<file path="src/rtl/core/fwt_pkg.sv">
`default_nettype none

package fwt_pkg;

  // Field widths
  localparam int IDX_W  = 11;
  localparam int DATA_W = 32;
  // Walk pointer: wide enough for a node index plus its lowest set bit
  localparam int PTR_W  = IDX_W + 1;

  localparam int MAX_POSITIONS_DEF = 1024;
  localparam logic [IDX_W-1:0] SIZE_RESET = 11'd1024;

  // Command codes
  localparam logic [1:0] CMD_ADD    = 2'd0;
  localparam logic [1:0] CMD_PREFIX = 2'd1;
  localparam logic [1:0] CMD_RANGE  = 2'd2;
  localparam logic [1:0] CMD_LBOUND = 2'd3;

  // Datapath operations issued by the controller
  typedef logic [3:0] dp_op_t;
  localparam dp_op_t DP_NOP        = 4'd0;
  localparam dp_op_t DP_LOAD       = 4'd1;
  localparam dp_op_t DP_CLEAR      = 4'd2;
  localparam dp_op_t DP_READ_X     = 4'd3;
  localparam dp_op_t DP_ADD_WRITE  = 4'd4;
  localparam dp_op_t DP_SUM_ACC    = 4'd5;
  localparam dp_op_t DP_SECOND     = 4'd6;
  localparam dp_op_t DP_READ_PROBE = 4'd7;
  localparam dp_op_t DP_LB_CMP     = 4'd8;
  localparam dp_op_t DP_LB_SKIP    = 4'd9;
  localparam dp_op_t DP_FINISH     = 4'd10;

  // Status returned by the datapath
  typedef struct packed {
    logic [1:0] cmd;
    logic       x_zero;
    logic       x_over;
    logic       k_zero;
    logic       probe_ok;
    logic       target_nonpos;
    logic       second;
    logic       clr_last;
  } dp_status_t;

  // Lowest set bit of a pointer
  function automatic logic [PTR_W-1:0] low_bit(input logic [PTR_W-1:0] x);
    low_bit = x & (~x + PTR_W'(1));
  endfunction

  // Smallest power of two not below n, and 1 for n of 0 or 1
  function automatic logic [PTR_W-1:0] ceil_pow2(input logic [IDX_W-1:0] n);
    logic [IDX_W-1:0] m;
    logic [PTR_W-1:0] r;
    m = n - IDX_W'(1);
    r = PTR_W'(1);
    if (n > IDX_W'(1)) begin
      for (int i = 0; i < IDX_W; i++) begin
        if (m[i]) r = PTR_W'(2) << i;
      end
    end
    ceil_pow2 = r;
  endfunction

endpackage

`default_nettype wire

</file>
<file path="src/rtl/core/fwt_ctrl.sv">
`default_nettype none

module fwt_ctrl
  import fwt_pkg::*;
(
  input  wire logic       clk,
  input  wire logic       rst,
  input  wire logic       start,
  output logic            busy,
  input  wire dp_status_t status,
  output dp_op_t          op
);

  localparam logic [3:0] S_CLEAR    = 4'd0;
  localparam logic [3:0] S_IDLE     = 4'd1;
  localparam logic [3:0] S_DISPATCH = 4'd2;
  localparam logic [3:0] S_ADD_RD   = 4'd3;
  localparam logic [3:0] S_ADD_WR   = 4'd4;
  localparam logic [3:0] S_SUM_RD   = 4'd5;
  localparam logic [3:0] S_SUM_ACC  = 4'd6;
  localparam logic [3:0] S_LB_PROBE = 4'd7;
  localparam logic [3:0] S_LB_CMP   = 4'd8;
  localparam logic [3:0] S_FINISH   = 4'd9;

  logic [3:0] state;
  logic [3:0] state_next;

  assign busy = (state != S_IDLE);

  // Advance the state
  always_ff @(posedge clk) begin
    if (rst) begin
      state <= S_CLEAR;
    end else begin
      state <= state_next;
    end
  end

  // Pick the next state and the datapath operation
  always_comb begin
    state_next = state;
    op         = DP_NOP;
    case (state)
      S_CLEAR: begin
        op = DP_CLEAR;
        if (status.clr_last) state_next = S_IDLE;
      end
      S_IDLE: begin
        if (start) begin
          op         = DP_LOAD;
          state_next = S_DISPATCH;
        end
      end
      S_DISPATCH: begin
        case (status.cmd)
          CMD_ADD:    state_next = S_ADD_RD;
          CMD_PREFIX: state_next = S_SUM_RD;
          CMD_RANGE:  state_next = S_SUM_RD;
          default:    state_next = status.target_nonpos ? S_FINISH : S_LB_PROBE;
        endcase
      end
      S_ADD_RD: begin
        if (status.x_zero || status.x_over) begin
          state_next = S_IDLE;
        end else begin
          op         = DP_READ_X;
          state_next = S_ADD_WR;
        end
      end
      S_ADD_WR: begin
        op         = DP_ADD_WRITE;
        state_next = S_ADD_RD;
      end
      S_SUM_RD: begin
        if (!status.x_zero) begin
          op         = DP_READ_X;
          state_next = S_SUM_ACC;
        end else if (status.cmd == CMD_RANGE && !status.second) begin
          op = DP_SECOND;
        end else begin
          state_next = S_FINISH;
        end
      end
      S_SUM_ACC: begin
        op         = DP_SUM_ACC;
        state_next = S_SUM_RD;
      end
      S_LB_PROBE: begin
        if (status.k_zero) begin
          state_next = S_FINISH;
        end else if (status.probe_ok) begin
          op         = DP_READ_PROBE;
          state_next = S_LB_CMP;
        end else begin
          op = DP_LB_SKIP;
        end
      end
      S_LB_CMP: begin
        op         = DP_LB_CMP;
        state_next = S_LB_PROBE;
      end
      S_FINISH: begin
        op         = DP_FINISH;
        state_next = S_IDLE;
      end
      default: begin
        state_next = S_IDLE;
      end
    endcase
  end

endmodule

`default_nettype wire

</file>
<file path="config.mk">
export PLATFORM = sky130hd
export DESIGN_NAME = fwt_ctrl
export DESIGN_NICKNAME = d
export VERILOG_FILES = /design/src/rtl/core/fwt_pkg.sv /design/src/rtl/core/fwt_ctrl.sv
export SDC_FILE = /design/constraint.sdc
export NUM_CORES = 1
export LEC_CHECK = 0
export ABC_AREA = 1
export BUFFER_PORTS_ARGS = -buffer_cell sky130_fd_sc_hd__buf_4
export CAP_MARGIN = 20
export CORE_MARGIN = 2
export CORE_UTILIZATION = 35
export DETAILED_ROUTE_END_ITERATION = 7
export REMOVE_ABC_BUFFERS = 1
export SLEW_MARGIN = 20
export SYNTH_ARGS = -nofsm -noshare
export SYNTH_HDL_FRONTEND = slang
export SYNTH_SLANG_ARGS = --single-unit
</file>
<file path="constraint.sdc">
create_clock -name clk -period 2.4 [get_ports clk]
set_input_delay 0.12 -clock clk [delete_from_list [all_inputs] [get_ports clk]]
set_output_delay 0.12 -clock clk [all_outputs]
set_load 0.05 [all_outputs]
</file>
==> metrics <==
arrival time at the worst endpoint approximately 1.5 ns; hold_buf cts 0; layout cells sized above 1 22.73%; register area share after synthesis around 17%; RSZ-0062 raised after global routing false; post-synthesis async set-or-reset flop share 0%; worst hold path class primary input to flop; Static Leak between 0.3 and 0.4 nW; largest net degree at the start of global routing 6; IO Count 17; Worst slew margin around four fifths; Mean Syn Cell Area 5.252 um2; antenna diode count 0; post-synth top area share 22.77%; DRT iter0 DRCs 16; Clock Latency Late Sink 0.24 ns; Setup TNS 0 ns; Top FF cell, synth dfxtp_1; CTS clock-pin slew for the worst setup and hold paths roughly 0.040 ns; status completed; Total GRT Usage between 10% and 20%; worst endpoint required time about 2.3 ns; core area about 1300 um2; post-route ant nets 0; Period minus WS final 1.606 ns; fin crit share approximately two thirds; PostCTS Resize Cnt 0; Area Growth Syn to Fin 33.77%; TritonCTS buffer count 3; hpwl dp roughly 1100 um; Yosys reg bits 4; Slew Limit Fails 0; number of max-cap violations 0; DR vias/cell about 4.8; Setup Buffers After CTS 0; clock root cell clkbuf_4; cell taking the most area after synthesis nand2_1; clk buf depth 2; Largest register FFs 4; main area contributors after synthesis nand2_1 23%, dfxtp_1 17%, nor2_1 14%; Cells after Synth between 90 and 100; largest registers state: 4 flops; Final setup viols 0; PnR worst setup slack around 0.79 ns; gp weighted congestion approximately 0.87; synth cell count leaders 29 x nand2_1, 18 x nor2_1, 13 x inv_1; final wirelength roughly 1200 um; Synth Warn # 0; Worst-Margin Slew 0.3024 ns; Core Rows 13; initial antenna violation count 0; peak supply drop ~0.00027 V; total power a little under 300 uW; IO Port Bufs 16; Hold Crit Depth 2; Initial Utilization ~37%; Layout Skew 0.007814 ns; first-pass GRT wire length a little under 2000 um; DR pass1 iterations 4; die area approximately 1700 um2; final core occ between 40% and 50%; TritonCTS sink count 4; chip height ~41 um; R2R setup slack around 1.1 ns; Power Density between 400 and 500 nW/um2; CP endpoint kind output port; dpl ws between 1 and 1.5 ns; gr ovfl total 0; Fin. Hold Viols 0; net count reported at finish around 130; H-tree depth 1; R2R depth 8; cell with the most instances after synthesis nand2_1; CP max FO 5; crit start category flop; fmax approximately 0.62 GHz; WHS 0.05457 ns; Biggest register state; CTS tree yes; Post-Syn Area around 480 um2; vias in the first global route between 500 and 600; EDFF count, synth 0; per-cell routed wire length a little under 10 um; WS Path Type flop to output port; vias after detailed routing 602; Die X-Extent between 40 and 50 um; DRC viols 0; distinct cell type count after synthesis 16
path summary, 6_finish.rpt:
kind | start | to
setup / recovery | state[1]$_SDFFE_PP0P_ | op[1]
hold / removal | rst | state[1]$_SDFFE_PP0P_
setup reg to reg | state[3]$_SDFFE_PP0P_ | state[3]$_SDFFE_PP0P_
hold reg to reg | state[2]$_SDFFE_PP0P_ | state[1]$_SDFFE_PP0P_
cells in the final DEF, fill, tap and decap left out:
cell type  count
a21oi_1        3
buf_4         16
clkbuf_4       3
dfxtp_1        4
ha_1           3
inv_1         13
inv_2          1
nand2_1       29
nand2_2        2
nand3_1        3
nand3b_1       2
nand4_1        2
nor2_1        18
nor2_2         3
nor3_1         1
o21ai_0        5
o21ai_1        1
o31ai_1        1
metal layers:
layer | track usage (%) | wire length (um)
met4 | 0 | 0
met5 | 0 | 0
met2 | 30.08 | 589
met3 | 6.522 | 51
met1 | 22.08 | 594
kinds of logic (layout without fill, tap and decap cells):
family,count (synthesis),after routing,share of synthesized area [%]
buffers and inverters,14,33,10.99
AO/OA/AOI/OAI,10,10,10.99
AND/OR/NAND/NOR,60,60,53.40
adder cells (fa/ha/maj),3,3,7.854
flip-flops,4,4,16.75
where the power goes:
group | total [mW] | leakage (nW) | internal (mW) | switching (mW)
Clock | 0.0826 | 0.0138 | 0.0559 | 0.0267
Combinational | 0.135 | 0.320 | 0.0478 | 0.0870
Sequential | 0.0784 | 0.0327 | 0.0722 | 0.00617
Total | 0.296 | 0.367 | 0.176 | 0.120
stage by stage:
| stage | cells | area [um2] |
|---|---|---|
| floorplan | 91 | 478.0 |
| global placement | 122 | 616.8 |
| detailed placement | 122 | 616.8 |
| CTS | 125 | 639.4 |
| global route | 125 | 639.4 |
| finish | 125 | 639.4 |
worst max-delay path, cell delays in order (launching register included):
cell and delay (ns):
dfxtp_1 0.38, nand2_1 0.10, nor2_2 0.20, inv_1 0.06, nor2_1 0.13, nand2_1 0.08, nand4_1 0.09, buf_4 0.20
cell type report:
cell class | count | area [um2]
tap | 15 | 18.77
multi-input combinational | 73 | 345.3
timing repair buffer | 16 | 120.1
fill | 148 | 645.6
clock buffer | 3 | 22.52
sequential | 4 | 80.08
inverter | 14 | 52.55
(Power assumes the default switching activity.)
